### src/hdl/uer_pkg.sv
// ----------------------------------------------------------------------------
// uer_pkg: shared types and constants of the ultrasonic echo ranger
// Register map, class codes, reset values and the structs passed between
// the configuration block, the trigger generator and the echo measurement.
// ----------------------------------------------------------------------------
package uer_pkg;

    // Field widths
    localparam int DIST_BITS    = 12;
    localparam int TRIG_HI_BITS = 16;
    localparam int TRIG_LO_BITS = 24;
    localparam int CFG_DATA_BITS = 24;
    localparam int CFG_IDX_BITS = 3;
    localparam int OUT_TOTAL_BITS = 32;

    // Default parameter values
    localparam int ECHO_WIDTH_BITS_DEF = 16;
    localparam int COUNT_BITS_DEF      = 32;

    // 0.034 cm/us as an exact fraction 34/1000
    localparam int CM_NUM = 34;
    localparam int CM_DEN = 1000;
    localparam int REM_BITS = $clog2(CM_DEN);
    localparam logic [DIST_BITS-1:0] DIST_MAX = {DIST_BITS{1'b1}};

    // Register indexes
    typedef enum logic [CFG_IDX_BITS-1:0] {
        REG_NEAR_LOW  = 3'd0,
        REG_NEAR_HIGH = 3'd1,
        REG_MID_HIGH  = 3'd2,
        REG_FAR_HIGH  = 3'd3,
        REG_TRIG_HIGH = 3'd4,
        REG_TRIG_LOW  = 3'd5
    } t_reg_idx;

    // Range classes
    typedef enum logic [1:0] {
        CLASS_NEAR = 2'd0,
        CLASS_MID  = 2'd1,
        CLASS_FAR  = 2'd2,
        CLASS_OUT  = 2'd3
    } t_class;

    // Register reset values
    localparam logic [DIST_BITS-1:0]    RST_NEAR_LOW  = 12'd2;
    localparam logic [DIST_BITS-1:0]    RST_NEAR_HIGH = 12'd50;
    localparam logic [DIST_BITS-1:0]    RST_MID_HIGH  = 12'd200;
    localparam logic [DIST_BITS-1:0]    RST_FAR_HIGH  = 12'd400;
    localparam logic [TRIG_HI_BITS-1:0] RST_TRIG_HIGH = 16'd10;
    localparam logic [TRIG_LO_BITS-1:0] RST_TRIG_LOW  = 24'd1000000;

    typedef struct packed {
        logic [DIST_BITS-1:0]    near_low;
        logic [DIST_BITS-1:0]    near_high;
        logic [DIST_BITS-1:0]    mid_high;
        logic [DIST_BITS-1:0]    far_high;
        logic [TRIG_HI_BITS-1:0] trig_high;
        logic [TRIG_LO_BITS-1:0] trig_low;
    } t_cfg;

    // Held measurement status
    typedef struct packed {
        logic                 done;
        logic [DIST_BITS-1:0] distance;
        t_class               range_class;
        logic                 in_range;
    } t_meas;

endpackage

### src/hdl/uer_cfg.sv
// ----------------------------------------------------------------------------
// uer_cfg: configuration registers
// Holds the class thresholds and trigger phase lengths; unknown indexes
// are ignored.
// ----------------------------------------------------------------------------
module uer_cfg (
    input  logic                                i_clk,
    input  logic                                i_rst_n,
    input  logic                                i_cfg_we,
    input  logic [uer_pkg::CFG_IDX_BITS-1:0]    i_cfg_index,
    input  logic [uer_pkg::CFG_DATA_BITS-1:0]   i_cfg_data,
    output uer_pkg::t_cfg                       o_cfg
);

    uer_pkg::t_cfg r_cfg;

    // Write the addressed register
    always_ff @(posedge i_clk) begin
        if (!i_rst_n) begin
            r_cfg.near_low  <= uer_pkg::RST_NEAR_LOW;
            r_cfg.near_high <= uer_pkg::RST_NEAR_HIGH;
            r_cfg.mid_high  <= uer_pkg::RST_MID_HIGH;
            r_cfg.far_high  <= uer_pkg::RST_FAR_HIGH;
            r_cfg.trig_high <= uer_pkg::RST_TRIG_HIGH;
            r_cfg.trig_low  <= uer_pkg::RST_TRIG_LOW;
        end else if (i_cfg_we) begin
            unique case (uer_pkg::t_reg_idx'(i_cfg_index))
                uer_pkg::REG_NEAR_LOW: begin
                    r_cfg.near_low <= i_cfg_data[uer_pkg::DIST_BITS-1:0];
                end
                uer_pkg::REG_NEAR_HIGH: begin
                    r_cfg.near_high <= i_cfg_data[uer_pkg::DIST_BITS-1:0];
                end
                uer_pkg::REG_MID_HIGH: begin
                    r_cfg.mid_high <= i_cfg_data[uer_pkg::DIST_BITS-1:0];
                end
                uer_pkg::REG_FAR_HIGH: begin
                    r_cfg.far_high <= i_cfg_data[uer_pkg::DIST_BITS-1:0];
                end
                uer_pkg::REG_TRIG_HIGH: begin
                    r_cfg.trig_high <= i_cfg_data[uer_pkg::TRIG_HI_BITS-1:0];
                end
                uer_pkg::REG_TRIG_LOW: begin
                    r_cfg.trig_low <= i_cfg_data[uer_pkg::TRIG_LO_BITS-1:0];
                end
                default: begin
                end
            endcase
        end
    end

    assign o_cfg = r_cfg;

endmodule

### src/hdl/uer_trigger.sv
// ----------------------------------------------------------------------------
// uer_trigger: trigger pulse generator
// Counts ticks in the current phase and toggles between the high and low
// phase when the configured length is reached. A length of zero acts as one.
// ----------------------------------------------------------------------------
module uer_trigger (
    input  logic          i_clk,
    input  logic          i_rst_n,
    input  logic          i_adv,
    input  uer_pkg::t_cfg i_cfg,
    output logic          o_trigger_level
);

    logic                               r_phase_high;
    logic [uer_pkg::TRIG_LO_BITS-1:0]   r_phase_ticks;
    logic [uer_pkg::TRIG_LO_BITS-1:0]   n_phase_ticks;
    logic [uer_pkg::TRIG_LO_BITS-1:0]   len_raw;
    logic [uer_pkg::TRIG_LO_BITS-1:0]   len;

    // Pick the length of the current phase, clamping zero to one
    always_comb begin
        len_raw = r_phase_high ? uer_pkg::TRIG_LO_BITS'(i_cfg.trig_high)
                               : i_cfg.trig_low;
        len = (len_raw == '0) ? uer_pkg::TRIG_LO_BITS'(1) : len_raw;
        n_phase_ticks = r_phase_ticks + uer_pkg::TRIG_LO_BITS'(1);
    end

    // Advance the phase counter once per transfer
    always_ff @(posedge i_clk) begin
        if (!i_rst_n) begin
            r_phase_high  <= 1'b1;
            r_phase_ticks <= '0;
        end else if (i_adv) begin
            if (n_phase_ticks >= len) begin
                r_phase_high  <= ~r_phase_high;
                r_phase_ticks <= '0;
            end else begin
                r_phase_ticks <= n_phase_ticks;
            end
        end
    end

    // Drive of this tick is the phase before the update
    assign o_trigger_level = r_phase_high;

endmodule

### src/hdl/uer_echo.sv
// ----------------------------------------------------------------------------
// uer_echo: echo width measurement and range classification
// Tracks floor(width*34/1000) incrementally as a quotient and remainder while
// echo is high, so no multiply or divide is needed. On the falling edge it
// latches the distance, classifies it and bumps the near, mid or far counter.
// ----------------------------------------------------------------------------
module uer_echo #(
    parameter int ECHO_WIDTH_BITS = uer_pkg::ECHO_WIDTH_BITS_DEF,
    parameter int COUNT_BITS      = uer_pkg::COUNT_BITS_DEF
) (
    input  logic                   i_clk,
    input  logic                   i_rst_n,
    input  logic                   i_adv,
    input  logic                   i_echo,
    input  uer_pkg::t_cfg          i_cfg,
    output uer_pkg::t_meas         o_meas,
    output logic [COUNT_BITS-1:0]  o_near_total,
    output logic [COUNT_BITS-1:0]  o_mid_total,
    output logic [COUNT_BITS-1:0]  o_far_total
);

    localparam int REM_BITS  = uer_pkg::REM_BITS;
    localparam int DIST_BITS = uer_pkg::DIST_BITS;

    logic                       r_echo_prev;
    logic [ECHO_WIDTH_BITS-1:0] r_width;
    logic [REM_BITS-1:0]        r_rem;
    logic [DIST_BITS-1:0]       r_quot;
    logic [DIST_BITS-1:0]       r_distance;
    uer_pkg::t_class            r_class;
    logic                       r_in_range;
    logic [COUNT_BITS-1:0]      r_near_cnt;
    logic [COUNT_BITS-1:0]      r_mid_cnt;
    logic [COUNT_BITS-1:0]      r_far_cnt;

    logic [REM_BITS:0]          rem_sum;
    logic [REM_BITS-1:0]        n_rem;
    logic [DIST_BITS-1:0]       n_quot;
    uer_pkg::t_class            n_class;
    logic                       fall;

    // Add 34 to the remainder, carry into the saturating quotient
    always_comb begin
        rem_sum = (REM_BITS+1)'(r_rem) + (REM_BITS+1)'(uer_pkg::CM_NUM);
        if (rem_sum >= (REM_BITS+1)'(uer_pkg::CM_DEN)) begin
            n_rem  = REM_BITS'(rem_sum - (REM_BITS+1)'(uer_pkg::CM_DEN));
            n_quot = (r_quot == uer_pkg::DIST_MAX) ? r_quot
                                                   : r_quot + DIST_BITS'(1);
        end else begin
            n_rem  = REM_BITS'(rem_sum);
            n_quot = r_quot;
        end
    end

    // Classify the finished distance; first matching class wins
    always_comb begin
        if (r_quot >= i_cfg.near_low && r_quot <= i_cfg.near_high) begin
            n_class = uer_pkg::CLASS_NEAR;
        end else if (r_quot > i_cfg.near_high && r_quot <= i_cfg.mid_high) begin
            n_class = uer_pkg::CLASS_MID;
        end else if (r_quot > i_cfg.mid_high && r_quot <= i_cfg.far_high) begin
            n_class = uer_pkg::CLASS_FAR;
        end else begin
            n_class = uer_pkg::CLASS_OUT;
        end
    end

    assign fall = ~i_echo & r_echo_prev;

    // Update width tracking and held results once per transfer
    always_ff @(posedge i_clk) begin
        if (!i_rst_n) begin
            r_echo_prev <= 1'b0;
            r_width     <= '0;
            r_rem       <= '0;
            r_quot      <= '0;
            r_distance  <= '0;
            r_class     <= uer_pkg::CLASS_OUT;
            r_in_range  <= 1'b0;
            r_near_cnt  <= '0;
            r_mid_cnt   <= '0;
            r_far_cnt   <= '0;
        end else if (i_adv) begin
            r_echo_prev <= i_echo;
            if (i_echo) begin
                if (r_width != '1) begin
                    r_width <= r_width + ECHO_WIDTH_BITS'(1);
                    r_rem   <= n_rem;
                    r_quot  <= n_quot;
                end
            end else if (r_echo_prev) begin
                r_distance <= r_quot;
                r_class    <= n_class;
                r_in_range <= (n_class != uer_pkg::CLASS_OUT);
                r_width    <= '0;
                r_rem      <= '0;
                r_quot     <= '0;
                unique case (n_class)
                    uer_pkg::CLASS_NEAR: r_near_cnt <= r_near_cnt + COUNT_BITS'(1);
                    uer_pkg::CLASS_MID:  r_mid_cnt  <= r_mid_cnt + COUNT_BITS'(1);
                    uer_pkg::CLASS_FAR:  r_far_cnt  <= r_far_cnt + COUNT_BITS'(1);
                    default: begin
                    end
                endcase
            end
        end
    end

    assign o_meas.done        = fall;
    assign o_meas.distance    = r_distance;
    assign o_meas.range_class = r_class;
    assign o_meas.in_range    = r_in_range;
    assign o_near_total       = r_near_cnt;
    assign o_mid_total        = r_mid_cnt;
    assign o_far_total        = r_far_cnt;

endmodule

### src/hdl/ultrasonic_echo_ranger.sv
// ----------------------------------------------------------------------------
// ultrasonic_echo_ranger: ultrasonic ranging sensor controller
// Takes one echo pin sample per microsecond tick and returns one result per
// tick: trigger drive, measurement strobe, last distance, class and totals.
// ----------------------------------------------------------------------------
// The block takes one tick per clock cycle while its input is not stalled and
// returns its result through the input register and then the result
// register. The distance is built up tick by tick as a quotient and remainder
// of width*34/1000 while echo is high, so each tick needs only one small add
// and compare; the falling edge then latches and classifies it in that cycle.
// After reset the trigger starts its high phase and no distance is held
// (class is out of range). Input stall rises only when both stages are full
// and the result side stalls.
// ----------------------------------------------------------------------------
module ultrasonic_echo_ranger #(
    parameter int ECHO_WIDTH_BITS = uer_pkg::ECHO_WIDTH_BITS_DEF,
    parameter int COUNT_BITS      = uer_pkg::COUNT_BITS_DEF
) (
    input  logic                                 i_clk,
    input  logic                                 i_rst_n,
    // Configuration
    input  logic                                 i_cfg_we,
    input  logic [uer_pkg::CFG_IDX_BITS-1:0]     i_cfg_index,
    input  logic [uer_pkg::CFG_DATA_BITS-1:0]    i_cfg_data,
    // Tick input
    input  logic                                 i_in_valid,
    output logic                                 o_in_stall,
    input  logic                                 i_echo_level,
    // Result output
    output logic                                 o_out_valid,
    input  logic                                 i_out_stall,
    output logic                                 o_trigger_level,
    output logic                                 o_measure_done,
    output logic [uer_pkg::DIST_BITS-1:0]        o_distance_cm,
    output logic [1:0]                           o_range_class,
    output logic                                 o_in_range,
    output logic [uer_pkg::OUT_TOTAL_BITS-1:0]   o_near_total,
    output logic [uer_pkg::OUT_TOTAL_BITS-1:0]   o_mid_total,
    output logic [uer_pkg::OUT_TOTAL_BITS-1:0]   o_far_total
);

    uer_pkg::t_cfg          cfg;
    uer_pkg::t_meas         meas;
    logic                   trig_now;
    logic [COUNT_BITS-1:0]  near_cnt;
    logic [COUNT_BITS-1:0]  mid_cnt;
    logic [COUNT_BITS-1:0]  far_cnt;

    logic   r_in_valid;
    logic   r_in_echo;
    logic   r_out_valid;
    logic   r_out_trigger;
    logic   r_out_done;
    logic   adv;
    logic   in_take;

    // Move the held tick into the result register when it is free or taken
    assign adv        = r_in_valid & (~r_out_valid | ~i_out_stall);
    assign o_in_stall = r_in_valid & r_out_valid & i_out_stall;
    assign in_take    = i_in_valid & ~o_in_stall;

    uer_cfg u_cfg (
        .i_clk       (i_clk),
        .i_rst_n     (i_rst_n),
        .i_cfg_we    (i_cfg_we),
        .i_cfg_index (i_cfg_index),
        .i_cfg_data  (i_cfg_data),
        .o_cfg       (cfg)
    );

    uer_trigger u_trigger (
        .i_clk           (i_clk),
        .i_rst_n         (i_rst_n),
        .i_adv           (adv),
        .i_cfg           (cfg),
        .o_trigger_level (trig_now)
    );

    uer_echo #(
        .ECHO_WIDTH_BITS (ECHO_WIDTH_BITS),
        .COUNT_BITS      (COUNT_BITS)
    ) u_echo (
        .i_clk        (i_clk),
        .i_rst_n      (i_rst_n),
        .i_adv        (adv),
        .i_echo       (r_in_echo),
        .i_cfg        (cfg),
        .o_meas       (meas),
        .o_near_total (near_cnt),
        .o_mid_total  (mid_cnt),
        .o_far_total  (far_cnt)
    );

    // Input register
    always_ff @(posedge i_clk) begin
        if (!i_rst_n) begin
            r_in_valid <= 1'b0;
        end else if (in_take) begin
            r_in_valid <= 1'b1;
        end else if (adv) begin
            r_in_valid <= 1'b0;
        end
    end

    always_ff @(posedge i_clk) begin
        if (in_take) begin
            r_in_echo <= i_echo_level;
        end
    end

    // Result register
    always_ff @(posedge i_clk) begin
        if (!i_rst_n) begin
            r_out_valid <= 1'b0;
        end else if (adv) begin
            r_out_valid <= 1'b1;
        end else if (!i_out_stall) begin
            r_out_valid <= 1'b0;
        end
    end

    always_ff @(posedge i_clk) begin
        if (adv) begin
            r_out_trigger <= trig_now;
            r_out_done    <= meas.done;
        end
    end

    // Held results update only together with the result register
    assign o_out_valid     = r_out_valid;
    assign o_trigger_level = r_out_trigger;
    assign o_measure_done  = r_out_done;
    assign o_distance_cm   = meas.distance;
    assign o_range_class   = meas.range_class;
    assign o_in_range      = meas.in_range;
    assign o_near_total    = uer_pkg::OUT_TOTAL_BITS'(near_cnt);
    assign o_mid_total     = uer_pkg::OUT_TOTAL_BITS'(mid_cnt);
    assign o_far_total     = uer_pkg::OUT_TOTAL_BITS'(far_cnt);

endmodule

### config.mk
export PLATFORM = sky130hd
export DESIGN_NAME = ultrasonic_echo_ranger
export DESIGN_NICKNAME = d
export VERILOG_FILES = /design/src/hdl/uer_pkg.sv /design/src/hdl/uer_cfg.sv /design/src/hdl/uer_trigger.sv /design/src/hdl/uer_echo.sv /design/src/hdl/ultrasonic_echo_ranger.sv
export SDC_FILE = /design/constraint.sdc
export NUM_CORES = 1
export LEC_CHECK = 0
export BUFFER_PORTS_ARGS = -buffer_cell sky130_fd_sc_hd__buf_2
export CORE_AREA = 2 2 179 181
export DETAILED_ROUTE_END_ITERATION = 10
export DIE_AREA = 0 0 181 183
export PLACE_DENSITY_LB_ADDON = 0.15
export SLEW_MARGIN = 5
export SYNTH_ARGS = -nofsm -noshare
export SYNTH_HDL_FRONTEND = slang
export SYNTH_SLANG_ARGS = --single-unit
### constraint.sdc
create_clock -name i_clk -period 6.8 [get_ports i_clk]
set_input_delay 0.68 -clock i_clk [delete_from_list [all_inputs] [get_ports i_clk]]
set_output_delay 0.68 -clock i_clk [all_outputs]
set_load 0.01 [all_outputs]
==> key figures <==
Setup path
  • Slowest Stage Delay on Critical Path: 0.87 ns
  • Critical-path cell list: ha_1 > a211o_1 > a21oi_1 > o211ai_1 > o21ai_2 > nand4_1 > or4_1 > a21oi_1
  • Critical Path Most Common Cell: a21oi_1
  • Worst Path Max Fanout: 29
  • Critical path launch point type: flip-flop
  • CP Data Required Time: 7.27 ns
  • CP Capture Type: flip-flop
  • Crit-path slowest cell: nand4_1
  • CP delay by family, top: simple AND/OR/NAND/NOR gates
  • Crit path DAT: between 4 and 5 ns
  • Worst path bufs/invs: 0
  • CP Class: flip-flop to flip-flop

Clocking
  • CTS tree: yes
  • Worst-path clk slew: 0.06 ns
  • Worst-skew pair later-pin latency: 0.56 ns
  • CTS Sinks: about 270
  • CTS max path bufs: 3
  • Number of H-tree levels: 1
  • Setup Fix Bufs, Post-CTS: 0
  • Clock buffer count from CTS: 31
  • Post-cts resize count: 0
  • CTS root buf: clkbuf_16
  • Hold Buf Count CTS: 0

Timing
  • Fmax: 0.245 GHz
  • RSZ-0062 raised after global routing: no
  • Setup TNS: 0 ns
  • # setup viols final: 0
  • Period utilization: 0.600
  • Clk_skew: a little over 0.02 ns
  • Final min period: about 4.1 ns
  • Slew margin rel.: 0.286
  • Tightest Pin Transition: approximately 1.1 ns
  • Hold Vio Cnt, Final: 0
  • Pins Over Slew Limit: 0

Synth
  • Yosys cell types: between 60 and 70
  • Async S/R FF share, synth: 0
  • Post-synth top flop: dfxtp_1
  • #FFs+latches synth: 267
  • Post-synth EDFFs: 3
  • Sequential area share after synthesis: 0.388
  • Syn Std Cell Area: 13900 um^2
  • Cells after Synth: 1735
  • Synth warn: 0
  • Avg Inst Size Synth: 7.99 um^2
  • Synthesized Nets: around 1800

Cells and area
  • Area grow syn2layout: 14.6%
  • Share of layout cells above drive strength 1: 0.120
  • Final layout net count: 1951
  • ANT cells: 0

Floorplanning
  • Die span in x: 181 um
  • Initial core utilization: 0.444
  • Die Y: 183 um
  • Core box area: ~31000 um^2
  • DIE AREA: 33100 um^2
  • Site Rows: 65
  • # IOs: 148

Power and ir drop
  • Peak supply drop: 0.184 mV
  • P per Cell Area: about 220 nW/um^2
  • Leakage: 0.00617 uW
  • Power, Total: 3460 uW

Global routing
  • GR Overflow Total: 0
  • GRT Util Overall: 0.216
  • First-pass GRT wire length: 60000 um
  • Largest net degree at the start of global routing: 111
  • Vias in the first global route: 11800
  • Antenna violations before repair: 0

Flow run
  • # Max-Cap Violations: 0

Routing
  • Vias: 12700
  • # DRC: 0
  • Drt wl/cell: 16.0 um
  • First-pass DRT Iterations: 7
  • Detail Route Antenna Nets: 0
  • Overall routed net length: 36300 um
  • Initial DRC Count: just over 800
  • Via density: 5.63

Outcome
  • Outcome: complete, no violations

Placed design
  • GPL Wtd Cong: 0.816
  • DPL Wire Length: 24700 um
  • Port bufs: 147

Min path
  • Hold Path Class: input pin to flip-flop
==> flip-flops by register name (all words and copies together), names as in the netlist, 2 cells and up <==
register and cells:
u_echo.r_quot 12, u_echo.r_class 2, u_echo.o_mid_total 32, u_echo.r_width 16, u_cfg.o_cfg 88, u_echo.r_distance 12, u_echo.o_near_total 32, u_trigger.r_phase_ticks 24
u_echo.r_rem 9, u_echo.o_far_total 32
==> metal layers <==
metal	GRT usage	part of all wire	routed length (um)	vias to the layer above
li1	-	-	-	6410
met1	0.294	0.46	16800	6003
met2	0.357	0.46	16600	276
met3	0.0389	0.065	2360	43
met4	0.0475	0.015	536	0
met5	0	0	0	-
==> power breakdown <==
part / total (uW) / internal, uW / switching [uW]
registers: 1600 / 1580 / 16.5
logic: 156 / 49.6 / 107
clock network: 1700 / 1040 / 659
total: 3460 / 2680 / 782
==> placed cells by master (no fill, tap or decap), drive strengths merged, types with 19 or more instances in the layout <==
cell type  synthesis  routed
o211ai            22      22
dfxtp            264     264
and3              20      20
or3               30      30
nand2b            27      27
nand3             74      74
buf               14     155
nor3              27      27
clkbuf            71      44
nor2              99      99
inv               77      77
ha                80      80
xnor2             39      39
xor2              31      31
nor4              19      19
o21ai             65      65
o31ai             33      33
or4               35      35
nand2            316     316
mux2i             28      28
a21oi            174     174
nand4             58      58
==> through the flow <==
stage          cell area [um^2]  instances   util  worst slack [ns]  hold WS [ns]
6_report                  15900       2263  0.509              2.72         0.309
5_1_grt                   15900       2263  0.509              2.37         0.284
4_1_cts                   15900       2263  0.509              2.79         0.280
3_5_place_dp              14800       2207  0.475              2.50         0.447
3_3_place_gp              14800       2207  0.475              2.60         0.443
2_1_floorplan             13900       1735      -              3.21         0.406
==> kinds of logic (layout without fill, tap and decap cells) <==
| logic type | Yosys count | count (layout) | share of synthesized area |
|---|---|---|---|
| mux | 29 | 29 | 0.0210 |
| flops | 267 | 267 | 0.388 |
| buf+inv | 162 | 288 | 0.0453 |
| simple gates | 754 | 754 | 0.265 |
| compound gates | 373 | 373 | 0.164 |
| xor+xnor | 70 | 70 | 0.0442 |
| fa+ha+maj | 80 | 80 | 0.0722 |
==> layout make-up <==
| class | count | area [um^2] |
|---|---|---|
| Tap cell | 402 | 503 |
| Sequential cell | 267 | 5380 |
| Inverter | 77 | 294 |
| Clock buffer | 44 | 916 |
| Timing Repair Buffer | 155 | 796 |
| Fill cell | 3052 | 15300 |
| Clock inverter | 12 | 144 |
| Multi-Input combinational cell | 1306 | 7860 |
==> cell usage after synthesis, types with 14 or more instances <==
library cell,number,share of area
nand2b_1,27,0.012
nand4_1,58,0.026
and3_1,20,0.0090
nand3_1,74,0.027
ha_1,80,0.072
o31ai_1,33,0.018
nor4_1,18,0.0081
mux2i_1,28,0.020
clkbuf_1,71,0.019
a21oi_1,173,0.062
o21ai_0,63,0.023
o211ai_1,21,0.011
or3_1,30,0.014
nor2_1,98,0.027
and4_1,15,0.0095
nand2_1,316,0.086
or4_1,34,0.018
dfxtp_1,264,0.38
nor3_1,27,0.0097
xnor2_1,39,0.025
o311ai_0,14,0.0088
o41ai_1,14,0.0088
nor2b_1,14,0.0063
xor2_1,31,0.020
inv_1,77,0.021
==> path summary, 6_finish.rpt <==
kind	startpoint	to	slack [ns]	cells after the start
min	i_echo_level	r_in_echo$_DFFE_PP_	0.31	1
min reg2reg	u_cfg.o_cfg[80]$_SDFFE_PN0P_	u_cfg.o_cfg[80]$_SDFFE_PN0P_	0.45	2
max	u_echo.r_quot[9]$_SDFFE_PN0P_	u_echo.o_near_total[31]$_SDFFE_PN0P_	2.72	8
max reg2reg	u_echo.r_quot[9]$_SDFFE_PN0P_	u_echo.o_near_total[31]$_SDFFE_PN0P_	2.72	8
No activity file was read; power rests on OpenSTA's default activity.
